`src/design/multi_key_integrator_debouncer_top_defines.svh`:
```
// Assertion macros for the key debouncer.
`ifndef MULTI_KEY_INTEGRATOR_DEBOUNCER_TOP_DEFINES_SVH
`define MULTI_KEY_INTEGRATOR_DEBOUNCER_TOP_DEFINES_SVH

`ifndef NO_ASSERTIONS
`define MKID_ASSERT_IMPL(name, clk, rst_n, ante, cons) \
  name: assert property (@(posedge clk) disable iff (!rst_n) (ante) |-> (cons)) \
    else $error("debouncer check failed");
`define MKID_ASSERT_NEXT(name, clk, rst_n, ante, cons) \
  name: assert property (@(posedge clk) disable iff (!rst_n) (ante) |=> (cons)) \
    else $error("debouncer check failed");
`else
`define MKID_ASSERT_IMPL(name, clk, rst_n, ante, cons)
`define MKID_ASSERT_NEXT(name, clk, rst_n, ante, cons)
`endif

`endif

```
`src/design/mkid_pkg.sv`:
```
// Shared types and constants for the key debouncer.
package mkid_pkg;

  localparam int unsigned RAW_W     = 8;
  localparam int unsigned CNT_W     = 8;
  localparam int unsigned IDX_W     = 3;
  localparam int unsigned MASK_W    = 8;
  localparam int unsigned PIN_EXT_W = 5;

  localparam logic [CNT_W-1:0] LIMIT_RESET = 8'd10;

  localparam logic KIND_BUTTON = 1'b0;
  localparam logic KIND_SWITCH = 1'b1;
  localparam logic ACT_RELEASE = 1'b0;
  localparam logic ACT_PRESS   = 1'b1;

  typedef struct packed {
    logic load_raw;
    logic step;
    logic push;
    logic push_last;
  } ctrl_cmd_t;

  typedef struct packed {
    logic event_hit;
  } dp_sts_t;

endpackage

```
`src/design/mkid_datapath.sv`:
```
// Debouncer datapath: pin counters, stable levels, event hold and output registers.
module mkid_datapath
  import mkid_pkg::*;
#(
  parameter int unsigned NUM_PINS    = 8,
  parameter int unsigned NUM_BUTTONS = 5,
  parameter int unsigned PIN_W       = 3
) (
  input  logic                 clk_i,
  input  logic                 rst_ni,
  input  logic                 limit_we_i,
  input  logic [CNT_W-1:0]     limit_i,
  input  logic [RAW_W-1:0]     raw_i,
  input  ctrl_cmd_t            cmd_i,
  input  logic [PIN_W-1:0]     pin_i,
  output dp_sts_t              sts_o,
  output logic                 device_kind_o,
  output logic [IDX_W-1:0]     button_index_o,
  output logic                 key_action_o,
  output logic [IDX_W-1:0]     switch_pos_o,
  output logic [MASK_W-1:0]    pressed_mask_o,
  output logic                 last_of_run_o
);

  logic [RAW_W-1:0]  raw_q;
  logic [CNT_W-1:0]  limit_q;
  logic [CNT_W-1:0]  cnt_q [NUM_PINS];
  logic [NUM_PINS-1:0] stable_q;
  logic [MASK_W-1:0] pressed_q;

  logic              hold_kind_q, hold_act_q;
  logic [IDX_W-1:0]  hold_idx_q, hold_pos_q;
  logic [MASK_W-1:0] hold_mask_q;

  logic              out_kind_q, out_act_q, out_last_q;
  logic [IDX_W-1:0]  out_idx_q, out_pos_q;
  logic [MASK_W-1:0] out_mask_q;

  logic [PIN_EXT_W-1:0] pin_ext;
  logic                 active, moved, change, is_btn, ev;
  logic [CNT_W-1:0]     cnt_cur, cnt_nxt;
  logic [MASK_W-1:0]    mask_nxt;
  logic [IDX_W-1:0]     pos_nxt;

  always_comb begin
    pin_ext = PIN_EXT_W'(pin_i);
    active  = (pin_ext < PIN_EXT_W'(RAW_W)) && !raw_q[pin_ext[IDX_W-1:0]];
    cnt_cur = cnt_q[pin_i];
    cnt_nxt = cnt_cur;
    moved   = 1'b0;
    if (active) begin
      if (cnt_cur < limit_q) begin
        cnt_nxt = cnt_cur + CNT_W'(1);
        moved   = 1'b1;
      end
    end else if (cnt_cur != '0) begin
      cnt_nxt = cnt_cur - CNT_W'(1);
      moved   = 1'b1;
    end
    change = !moved && (stable_q[pin_i] != active);
    is_btn = pin_ext < PIN_EXT_W'(NUM_BUTTONS);
    ev     = change && (is_btn || active);
    // only buttons 0..7 live in the mask
    mask_nxt = pressed_q;
    if (change && is_btn && (pin_ext < PIN_EXT_W'(MASK_W))) begin
      mask_nxt[pin_ext[IDX_W-1:0]] = active;
    end
    pos_nxt = IDX_W'(pin_ext - PIN_EXT_W'(NUM_BUTTONS));
  end

  assign sts_o.event_hit = ev;

  always_ff @(posedge clk_i or negedge rst_ni) begin
    if (!rst_ni) begin
      limit_q   <= LIMIT_RESET;
      stable_q  <= '0;
      pressed_q <= '0;
      for (int i = 0; i < NUM_PINS; i++) begin
        cnt_q[i] <= '0;
      end
    end else begin
      if (limit_we_i) begin
        limit_q <= limit_i;
      end
      if (cmd_i.step) begin
        cnt_q[pin_i] <= cnt_nxt;
        pressed_q    <= mask_nxt;
        if (change) begin
          stable_q[pin_i] <= active;
        end
      end
    end
  end

  always_ff @(posedge clk_i) begin
    if (cmd_i.load_raw) begin
      raw_q <= raw_i;
    end
    if (cmd_i.push) begin
      out_kind_q <= hold_kind_q;
      out_idx_q  <= hold_idx_q;
      out_act_q  <= hold_act_q;
      out_pos_q  <= hold_pos_q;
      out_mask_q <= hold_mask_q;
      out_last_q <= cmd_i.push_last;
    end
    if (cmd_i.step && ev) begin
      hold_mask_q <= mask_nxt;
      if (is_btn) begin
        hold_kind_q <= KIND_BUTTON;
        hold_idx_q  <= pin_ext[IDX_W-1:0];
        hold_act_q  <= active ? ACT_PRESS : ACT_RELEASE;
        hold_pos_q  <= '0;
      end else begin
        hold_kind_q <= KIND_SWITCH;
        hold_idx_q  <= '0;
        hold_act_q  <= ACT_PRESS;
        hold_pos_q  <= pos_nxt;
      end
    end
  end

  assign device_kind_o  = out_kind_q;
  assign button_index_o = out_idx_q;
  assign key_action_o   = out_act_q;
  assign switch_pos_o   = out_pos_q;
  assign pressed_mask_o = out_mask_q;
  assign last_of_run_o  = out_last_q;

endmodule

```
`src/design/mkid_ctrl.sv`:
```
// Debouncer controller: request intake, pin scan and event hand-off.
module mkid_ctrl
  import mkid_pkg::*;
#(
  parameter int unsigned NUM_PINS = 8,
  parameter int unsigned PIN_W    = 3
) (
  input  logic             clk_i,
  input  logic             rst_ni,
  input  logic             in_valid_i,
  output logic             in_ready_o,
  output logic             out_valid_o,
  input  logic             out_ready_i,
  input  dp_sts_t          sts_i,
  output ctrl_cmd_t        cmd_o,
  output logic [PIN_W-1:0] pin_o
);

  localparam logic [1:0] ST_IDLE  = 2'd0;
  localparam logic [1:0] ST_SCAN  = 2'd1;
  localparam logic [1:0] ST_FLUSH = 2'd2;

  localparam logic [PIN_W-1:0] LAST_PIN = PIN_W'(NUM_PINS - 1);

  logic [1:0]       state_q, state_d;
  logic [PIN_W-1:0] pin_q, pin_d;
  logic             hold_valid_q, hold_valid_d;
  logic             out_valid_q, out_valid_d;
  logic             out_free, push_need;

  always_comb begin
    out_free     = !out_valid_q || out_ready_i;
    push_need    = hold_valid_q && sts_i.event_hit;
    state_d      = state_q;
    pin_d        = pin_q;
    hold_valid_d = hold_valid_q;
    cmd_o        = '0;
    unique case (state_q)
      ST_IDLE: begin
        if (in_valid_i) begin
          cmd_o.load_raw = 1'b1;
          pin_d          = '0;
          state_d        = ST_SCAN;
        end
      end
      ST_SCAN: begin
        // a new event pushes the held one out, so wait for room first
        if (!push_need || out_free) begin
          cmd_o.step = 1'b1;
          cmd_o.push = push_need;
          if (sts_i.event_hit) begin
            hold_valid_d = 1'b1;
          end
          if (pin_q == LAST_PIN) begin
            state_d = ST_FLUSH;
          end else begin
            pin_d = pin_q + PIN_W'(1);
          end
        end
      end
      ST_FLUSH: begin
        if (!hold_valid_q) begin
          state_d = ST_IDLE;
        end else if (out_free) begin
          cmd_o.push      = 1'b1;
          cmd_o.push_last = 1'b1;
          hold_valid_d    = 1'b0;
          state_d         = ST_IDLE;
        end
      end
      default: begin
        state_d = ST_IDLE;
      end
    endcase
    priority if (cmd_o.push) begin
      out_valid_d = 1'b1;
    end else if (out_ready_i) begin
      out_valid_d = 1'b0;
    end else begin
      out_valid_d = out_valid_q;
    end
  end

  always_ff @(posedge clk_i or negedge rst_ni) begin
    if (!rst_ni) begin
      state_q      <= ST_IDLE;
      pin_q        <= '0;
      hold_valid_q <= 1'b0;
      out_valid_q  <= 1'b0;
    end else begin
      state_q      <= state_d;
      pin_q        <= pin_d;
      hold_valid_q <= hold_valid_d;
      out_valid_q  <= out_valid_d;
    end
  end

  assign in_ready_o  = (state_q == ST_IDLE);
  assign out_valid_o = out_valid_q;
  assign pin_o       = pin_q;

endmodule

```
`src/design/multi_key_integrator_debouncer_top.sv`:
```
// Top level of the multi-key integrator debouncer.
//
// Input channel: one request per tick carries raw_pin_levels_i (active low, a bit per pin).
// Output channel: one result per debounced event, in ascending pin order; last_of_run_o
// marks the final event of a tick. A tick that settles nothing gives no result.
// Config: debounce_limit_we_i writes debounce_limit_i, the saturation value of every
// pin counter; write only while the block is idle.
// Timing: a request is taken in idle, then the scan walks one pin per cycle, unless it
// halts for a stall, through a single shared counter unit, then the flush state ends the
// request. Each event of a tick waits in the hold register until the next event is found
// or the scan reaches the flush state, then moves on into the output register.
// Stall: an event waits in a hold register while the output register is full; the scan
// halts only when a second event needs that hold register.
// Reset: counters, stable levels and the pressed mask clear, the limit returns to 10,
// both channels go idle.
`include "multi_key_integrator_debouncer_top_defines.svh"

module multi_key_integrator_debouncer_top
  import mkid_pkg::*;
#(
  parameter int unsigned NUM_PINS    = 8,
  parameter int unsigned NUM_BUTTONS = 5
) (
  input  logic              clk_i,
  input  logic              rst_ni,
  input  logic              debounce_limit_we_i,
  input  logic [CNT_W-1:0]  debounce_limit_i,
  input  logic              in_valid_i,
  output logic              in_ready_o,
  input  logic [RAW_W-1:0]  raw_pin_levels_i,
  output logic              out_valid_o,
  input  logic              out_ready_i,
  output logic              device_kind_o,
  output logic [IDX_W-1:0]  button_index_o,
  output logic              key_action_o,
  output logic [IDX_W-1:0]  switch_pos_o,
  output logic [MASK_W-1:0] pressed_mask_o,
  output logic              last_of_run_o
);

  localparam int unsigned PIN_W = (NUM_PINS > 1) ? $clog2(NUM_PINS) : 1;
  localparam logic [MASK_W-1:0] BTN_MASK =
    (NUM_BUTTONS >= MASK_W) ? {MASK_W{1'b1}} : MASK_W'((16'd1 << NUM_BUTTONS) - 16'd1);

  ctrl_cmd_t        cmd;
  dp_sts_t          sts;
  logic [PIN_W-1:0] pin;

  mkid_ctrl #(
    .NUM_PINS (NUM_PINS),
    .PIN_W    (PIN_W)
  ) u_ctrl (
    .clk_i       (clk_i),
    .rst_ni      (rst_ni),
    .in_valid_i  (in_valid_i),
    .in_ready_o  (in_ready_o),
    .out_valid_o (out_valid_o),
    .out_ready_i (out_ready_i),
    .sts_i       (sts),
    .cmd_o       (cmd),
    .pin_o       (pin)
  );

  mkid_datapath #(
    .NUM_PINS    (NUM_PINS),
    .NUM_BUTTONS (NUM_BUTTONS),
    .PIN_W       (PIN_W)
  ) u_datapath (
    .clk_i          (clk_i),
    .rst_ni         (rst_ni),
    .limit_we_i     (debounce_limit_we_i),
    .limit_i        (debounce_limit_i),
    .raw_i          (raw_pin_levels_i),
    .cmd_i          (cmd),
    .pin_i          (pin),
    .sts_o          (sts),
    .device_kind_o  (device_kind_o),
    .button_index_o (button_index_o),
    .key_action_o   (key_action_o),
    .switch_pos_o   (switch_pos_o),
    .pressed_mask_o (pressed_mask_o),
    .last_of_run_o  (last_of_run_o)
  );

  `MKID_ASSERT_NEXT(a_scan_blocks_intake, clk_i, rst_ni, in_valid_i && in_ready_o, !in_ready_o)
  `MKID_ASSERT_IMPL(a_switch_fields, clk_i, rst_ni, out_valid_o && device_kind_o, key_action_o && button_index_o == '0)
  `MKID_ASSERT_IMPL(a_mask_buttons_only, clk_i, rst_ni, out_valid_o, (pressed_mask_o & ~BTN_MASK) == '0)

endmodule

```
`config.mk`:
```
export PLATFORM = sky130hd
export DESIGN_NAME = multi_key_integrator_debouncer_top
export DESIGN_NICKNAME = d
export VERILOG_FILES = /design/src/design/mkid_pkg.sv /design/src/design/mkid_datapath.sv /design/src/design/mkid_ctrl.sv /design/src/design/multi_key_integrator_debouncer_top.sv
export VERILOG_INCLUDE_DIRS = /design/src /design/src/design
export SDC_FILE = /design/constraint.sdc
export NUM_CORES = 1
export LEC_CHECK = 0
export ABC_AREA = 0
export BUFFER_PORTS_ARGS = -buffer_cell sky130_fd_sc_hd__buf_2
export CELL_PAD_IN_SITES_DETAIL_PLACEMENT = 0
export CELL_PAD_IN_SITES_GLOBAL_PLACEMENT = 1
export CORE_ASPECT_RATIO = 0.75
export CORE_MARGIN = 10
export CORE_UTILIZATION = 45
export DETAILED_ROUTE_END_ITERATION = 8
export PLACE_DENSITY = 0.82
export SYNTH_ARGS = -nofsm -noshare
export SYNTH_HDL_FRONTEND = slang
export SYNTH_SLANG_ARGS = --single-unit
```
`constraint.sdc`:
```
create_clock -name clk_i -period 5.2 [get_ports clk_i]
set_clock_uncertainty 0.2 [all_clocks]
set_input_delay 1.04 -clock clk_i [delete_from_list [all_inputs] [get_ports clk_i]]
set_output_delay 1.04 -clock clk_i [all_outputs]
set_load 0.05 [all_outputs]
```
## Word-level counts from Yosys, hierarchy flattened

Cells that the tools add are included.

| cells by class | value |
|---|---|
| add/sub/neg operators | 4 |
| multiplexer cells | 47 |
| equality and inequality tests | 10 |
| divide/modulo/power cells | 0 |
| magnitude comparators | 6 |
| shift operators | 0 |
| multiply operators | 0 |
| bitwise gates (word level) | 1 |
| reduce and logical (&&, ||, !) cells | 24 |

Operators by type and width:

| cell | number |
|---|---|
| $bwmux 64 | 1 |
| $mux 8 | 7 |
| $bmux 8 s3 | 1 |
| $demux 8 s3 | 1 |
| $mux 1 | 17 |
| $bwmux 8 | 2 |
| $mux 2 | 8 |
| $mux 3 | 3 |
| $add 8x1->8 const B | 1 |
| $lt 8x8->1 | 1 |
| $reduce_and 4->1 | 2 |
| $reduce_bool 8->1 | 1 |
| $sub 8x1->8 const B | 1 |
| $logic_and 1x1->1 | 7 |
| $bmux 1 s3 | 2 |
| $ne 2x1->1 const B | 3 |
| $pmux 2 s3 | 1 |
| $pmux 3 s2 | 1 |
| $reduce_bool 2->1 | 3 |
| $ge 4x4->1 const B | 1 |
| $logic_not 1->1 | 4 |
| $lt 3x4->1 const B | 1 |
| $lt 4x1->1 const B | 1 |
| $ne 2x2->1 const B | 2 |
| 16 further kinds | 20 |

| storage, ports and cells | value |
|---|---|
| bits of input ports | 21 |
| bits in latches | 0 |
| word-level logic and storage cells | 119 |
| bits in registers | 136 |
| ROM bits | 0 |
| output and inout bits | 19 |
| memories kept | 0 |
| RAM bits | 0 |

## Depth between registers and ports, before layout

| depth | value |
|---|---|
| depth after elaboration | 16 |
| depth in mapped cells | 18 |
| gate-level depth less buffers | 12 |

## Hierarchy

From an unflattened synthesis, not the netlist that was laid out.

| unflattened totals | value |
|---|---|
| cell total of the unflattened synthesis | 593 |
| area, all modules | 6575.1 µm² |

By module, submodules not included:

| module | instances | seq. area each (µm²) | cells each | area each (µm²) |
|---|---|---|---|---|
| mkid_datapath | 1 | 3435.8 | 535 | 6007.0 |
| mkid_ctrl | 1 | 175.2 | 58 | 568.0 |

## Least setup slack after synthesis

No wires, ideal clock.

| path | value |
|---|---|
| kind | reg2reg |
| from | register u_ctrl.pin_q[1], in the netlist u_ctrl.pin_o[1] |
| to | register u_datapath.out_idx_q[0], in the netlist u_datapath.button_index_o[0] (enable) |
| setup slack | -564 ps |
| buffers on the path | 3 |
| setup time | 441 ps |
| cell stages (with the launch flop) | 16 |
| arrival time | 5123 ps |
| data required time | 4559 ps |
| clock period less this slack | 5764 ps |
| path through | dfrtp_1 -> buf_6 -> buf_2 -> buf_2 -> mux2_2 -> a22oi_1 -> o211a_1 -> inv_1 -> ha_1 -> inv_1 -> a221oi_1 -> o22ai_2 -> nor3_1 -> a31oi_1 -> o21ai_0 -> nor4b_1 |

RTL lines:

| item | RTL line | RTL |
|---|---|---|
| from (decl) | mkid_ctrl.sv:26 | `logic [PIN_W-1:0] pin_q, pin_d;` |
| from (signal assigned) | mkid_ctrl.sv:92 | `pin_q <= pin_d;` |
| to (signal assigned) | mkid_datapath.sv:101 | `out_idx_q <= hold_idx_q;` |
| to (decl) | mkid_datapath.sv:36 | `logic [IDX_W-1:0] out_idx_q, out_pos_q;` |

## Worst setup path after layout

| path | value |
|---|---|
| from | register u_ctrl.pin_q[1], in the netlist u_ctrl.pin_o[1] |
| to | register u_datapath.cnt_q[12] (netlist bit) |

| between the ends | value |
|---|---|
| word-level cells in the longest chain between the ends | 15 |
| elaborated cells on any way between the ends | 36 |
| those cells by class | add/sub (2); order compare (4); eq/ne (1); mux (18); bitwise (1); reduce/logical (10) |

Ends and longest elaborated chain:

| item | RTL line | RTL |
|---|---|---|
| $not 3->4 (not written as such) | mkid_datapath.sv:48, mkid_datapath.sv:86 |  |
| $bmux 8 s3 | mkid_datapath.sv:48 | `cnt_cur = cnt_q[pin_i];` |
| $mux 8 (not written as such) (2 in a row) | mkid_datapath.sv:48 |  |
| $lt 8x8->1 / $reduce_bool 8->1 (equally long branches) | mkid_datapath.sv:52, mkid_datapath.sv:56 |  |
| $mux 1, on equally long branches | mkid_datapath.sv:52, mkid_datapath.sv:56 |  |
| $mux 1 | mkid_datapath.sv:51 | `if (active) begin` |
| $logic_not 1->1 | mkid_datapath.sv:60 | `change = !moved && (stable_q[pin_i] != active);` |
| $logic_and 1x1->1 | mkid_datapath.sv:60 |  |
| $logic_and 1x1->1 | mkid_datapath.sv:62 | `ev = change && (is_btn \|\| active);` |
| $logic_and 1x1->1 | mkid_ctrl.sv:33 | `push_need = hold_valid_q && sts_i.event_hit;` |
| $logic_not 1->1 | mkid_ctrl.sv:48 | `if (!push_need \|\| out_free) begin` |
| $logic_or 1x1->1 | mkid_ctrl.sv:48 |  |
| $mux 2 | mkid_ctrl.sv:48 |  |
| $mux 1 | mkid_ctrl.sv:38 | `unique case (state_q)` |
| to (signal, indexed assignment) | mkid_datapath.sv:86 | `cnt_q[pin_i] <= cnt_nxt;` |
| to (decl) | mkid_datapath.sv:27 | `logic [CNT_W-1:0] cnt_q [NUM_PINS];` |

Parallel ways exist; a longest one is shown, timed or not. The select of a mux whose other input is x is not followed.
A chain may end at the register's enable or synchronous reset.

==> results_dict.tcl <==
set metrics [dict create \
    syn_to_final_growth_pct 16.6 \
    cts_buffer_depth 2 \
    worstMarginPinSlew_ns 1.18 \
    critPathLaunchType "flip-flop" \
    yosysTopAreaCellShare_pct 34.8 \
    finalWirelength_um 15300 \
    final_cells 781 \
    synth-edff-count 41 \
    netlist_area_um2 6690 \
    period_share_pct 94.6 \
    fp.coreArea_um2 14500 \
    via_per_inst 5.72 \
    place_congestion 0.883 \
    cts_tree "yes" \
    yosys_warnings 0 \
    crit_fanout 14 \
    async_flop_share_pct 69.9 \
    period_needed_ns 4.92 \
    fmax_ghz 0.203 \
    insertion_delay_ns 0.41 \
    dp_slack_ns 0.236 \
    hp-class "reg2reg" \
    overflow 0 \
    status "complete, no violations" \
    synth.largest_area_cell "dfrtp_1" \
    final_antenna_net_count 0 \
    die_h_um 126 \
    grt_pass1_vias 4449 \
    grt_usage_pct 15.0 \
    maxCapViolCount 0 \
    dp_hpwl_um 10800 \
    ys_seq_area_share_pct 54.0 \
    io_buffers 39 \
    tns_ns 0 \
    drc 0 \
    syn_nets 555 \
    drt-pass1-iter-count 5 \
    nFillCells 1236 \
    dr_total_vias 4470 \
    antenna_found_initial 0 \
    grt_pass1_wl_um 24500 \
    syn_inst 519 \
    htreeDepth 4 \
    place_inst 749 \
    setup_viol 0 \
    clock_sinks 136 \
    finalNetCount 604 \
    dieArea_um2 20200 \
    final_max_slew_viol_count 0 \
    relSlewSlack_pct 20.3 \
    fin_util_pct 53.8 \
    root_buffer "clkbuf_16" \
    p_leak_uw 0.00336 \
    synth_area_leaders "dfrtp_1 (35%), edfxtp_1 (18%), mux2_2 (13%)" \
    rows 38 \
    r2r_start "u_ctrl.pin_o[1]$_DFFE_PN0P_" \
    ctsHoldBuffers 0 \
    synth.distinct_cells 75 \
    critical_path.startpoint "u_ctrl.pin_o[1]$_DFFE_PN0P_" \
    io_pins 40 \
    vdd_drop_max_uv 343 \
    first_iter_violations 401 \
    synth-main-ff-cell "dfrtp_1" \
    hp-start "u_datapath.pressed_q[6]$_DFFE_PN0P_" \
    rsz0062_at_grt "false" \
    die_x_um 161 \
    cp-end-kind "flip-flop" \
    crit_arrival_ns 5.01 \
    avgSynthCellArea_um2 12.9 \
    powerDensity_nw_per_um2 692 \
    cp.required_ns 5.29 \
    cts_buffers 17 \
    drive_gt1_share_pct 34.3 \
    n_antenna_cell 0 \
    wl_per_cell_um 19.6 \
    fin_ws_ns 0.279 \
    synth-seq-cells 136 \
    grt_max_degree 65 \
    clk_pin_slew_worst_paths_ns 0.06 \
    final_hold_viol_count 0 \
    worstSetupPathType "reg2reg" \
    start_util_pct 46.1 \
]
[placed cells by master, fill, tap and decap left out, types with 16 or more instances in the layout]
| cell type | instances |
|---|---|
| buf_2 | 38 |
| mux2i_1 | 17 |
| o21ai_0 | 17 |
| dfrtp_1 | 92 |
| a21oi_1 | 16 |
| edfxtp_1 | 41 |
| mux2_2 | 76 |
| nand2_1 | 27 |
| inv_1 | 27 |
| buf_4 | 23 |
| clkbuf_16 | 19 |
[synth_stat cells, types with 3 or more instances]
library cell   n
nand3_1       10
ha_1          15
nor2b_1        4
nand2_1       27
o311ai_0       3
mux2_4         3
buf_2          9
and3_1         4
mux4_2         3
nor3_1         9
nand4_1        5
or3_1          5
mux2i_1       17
o21ai_0       17
buf_6          3
a31oi_1       11
a21o_1         3
a21oi_2        4
nor2_1        14
inv_1         27
a211oi_1       4
a21oi_1       16
mux2_2        76
dfrtp_1       93
edfxtp_1      41
clkbuf_1      15
nand2b_1       5
a22oi_1        5
o22ai_1        3
buf_4          3
and2_1         5
mux4_1         5
[critical path, stage by stage (launching register included)]
cell and delay, ns:
dfrtp_2 0.61, buf_4 0.28, mux2i_1 0.28, o22ai_1 0.15, or3_1 0.48, ha_1 0.25
a211oi_1 0.35, o2111ai_1 0.21, o22ai_2 0.31, nor3_1 0.12, a21o_1 0.22, buf_4 0.21
a2111oi_4 0.68, mux2_2 0.43
[repair_timing]
action / 4_1_cts / 5_1_grt
buffers inserted: 0 / 0
gates resized for setup: 0 / 1
setup endpoints to repair: 0 / 33
[cell type report]
cell class	count	area, um^2	share of cell area [%]
inverters	29	109	1.40
clock inverters	11	159	2.04
flip-flops and latches	136	3610	46.3
repair buffers	61	363	4.65
multi-input cells	323	2820	36.2
well taps	200	250	3.21
clock buffers	21	483	6.19
[routing by layer]
layer | vias to the layer above | share of wire [%] | wire, um | track usage [%]
met5 | - | 0 | 0 | 0
met4 | 0 | 1.2 | 191 | 4.54
met3 | 25 | 7.6 | 1170 | 4.62
met2 | 165 | 44 | 6660 | 22.3
met1 | 2243 | 48 | 7280 | 20.7
li1 | 2037 | - | - | -
[final timing paths]
kind,to,slack (ns),cells past startpoint
min in group asynchronous,u_datapath.cnt_q[55]$_DFFE_PN0P_,0.51,1
max reg2reg,u_datapath.cnt_q[12]$_DFFE_PN0P_,0.28,13
min,u_datapath.pressed_q[6]$_DFFE_PN0P_,0.17,0
min reg2reg,u_datapath.pressed_q[6]$_DFFE_PN0P_,0.17,0
max in group asynchronous,u_datapath.limit_q[3]$_DFFE_PN1P_,3.31,2
max,u_datapath.cnt_q[12]$_DFFE_PN0P_,0.28,13
[metrics by stage]
step / total power, uW / hold WS, ns / cell area [um^2]
detailed placement: 4060 / 0.164 / 7150
global placement: 3970 / 0.161 / 7150
finish: 5400 / 0.174 / 7800
floorplan: 3360 / 0.200 / 6690
global route: 5700 / 0.190 / 7800
CTS: 5380 / 0.178 / 7800
[power breakdown]
group	switching [uW]	internal [uW]	leakage (uW)	total [uW]
clock	474	822	0.000311	1300
sequential	186	1450	0.00162	1630
combinational	1530	932	0.00142	2470
[cell families (layout without fill, tap and decap cells)]
| family | after synthesis | in the layout | synth area share (%) |
|---|---|---|---|
| mux | 106 | 106 | 19.7 |
| simple gates | 102 | 102 | 8.29 |
| fa+ha+maj | 15 | 15 | 2.81 |
| buf+inv | 60 | 122 | 4.04 |
| xor+xnor | 1 | 1 | 0.131 |
| compound gates | 99 | 99 | 11.1 |
| flops | 136 | 136 | 54.0 |
[flip-flops by register name (all words and copies together), names as in the netlist, 2 cells and up]
register                   count
u_datapath.switch_pos_o        3
u_datapath.button_index_o      3
u_datapath.stable_q            8
u_datapath.limit_q             8
u_datapath.pressed_mask_o      8
u_ctrl.pin_o                   3
u_datapath.hold_pos_q          3
u_datapath.pressed_q           8
u_datapath.cnt_q              64
u_ctrl.state_q                 2
u_datapath.raw_q               8
u_datapath.hold_idx_q          3
u_datapath.hold_mask_q         8
No activity file was read; power rests on OpenSTA's default activity.
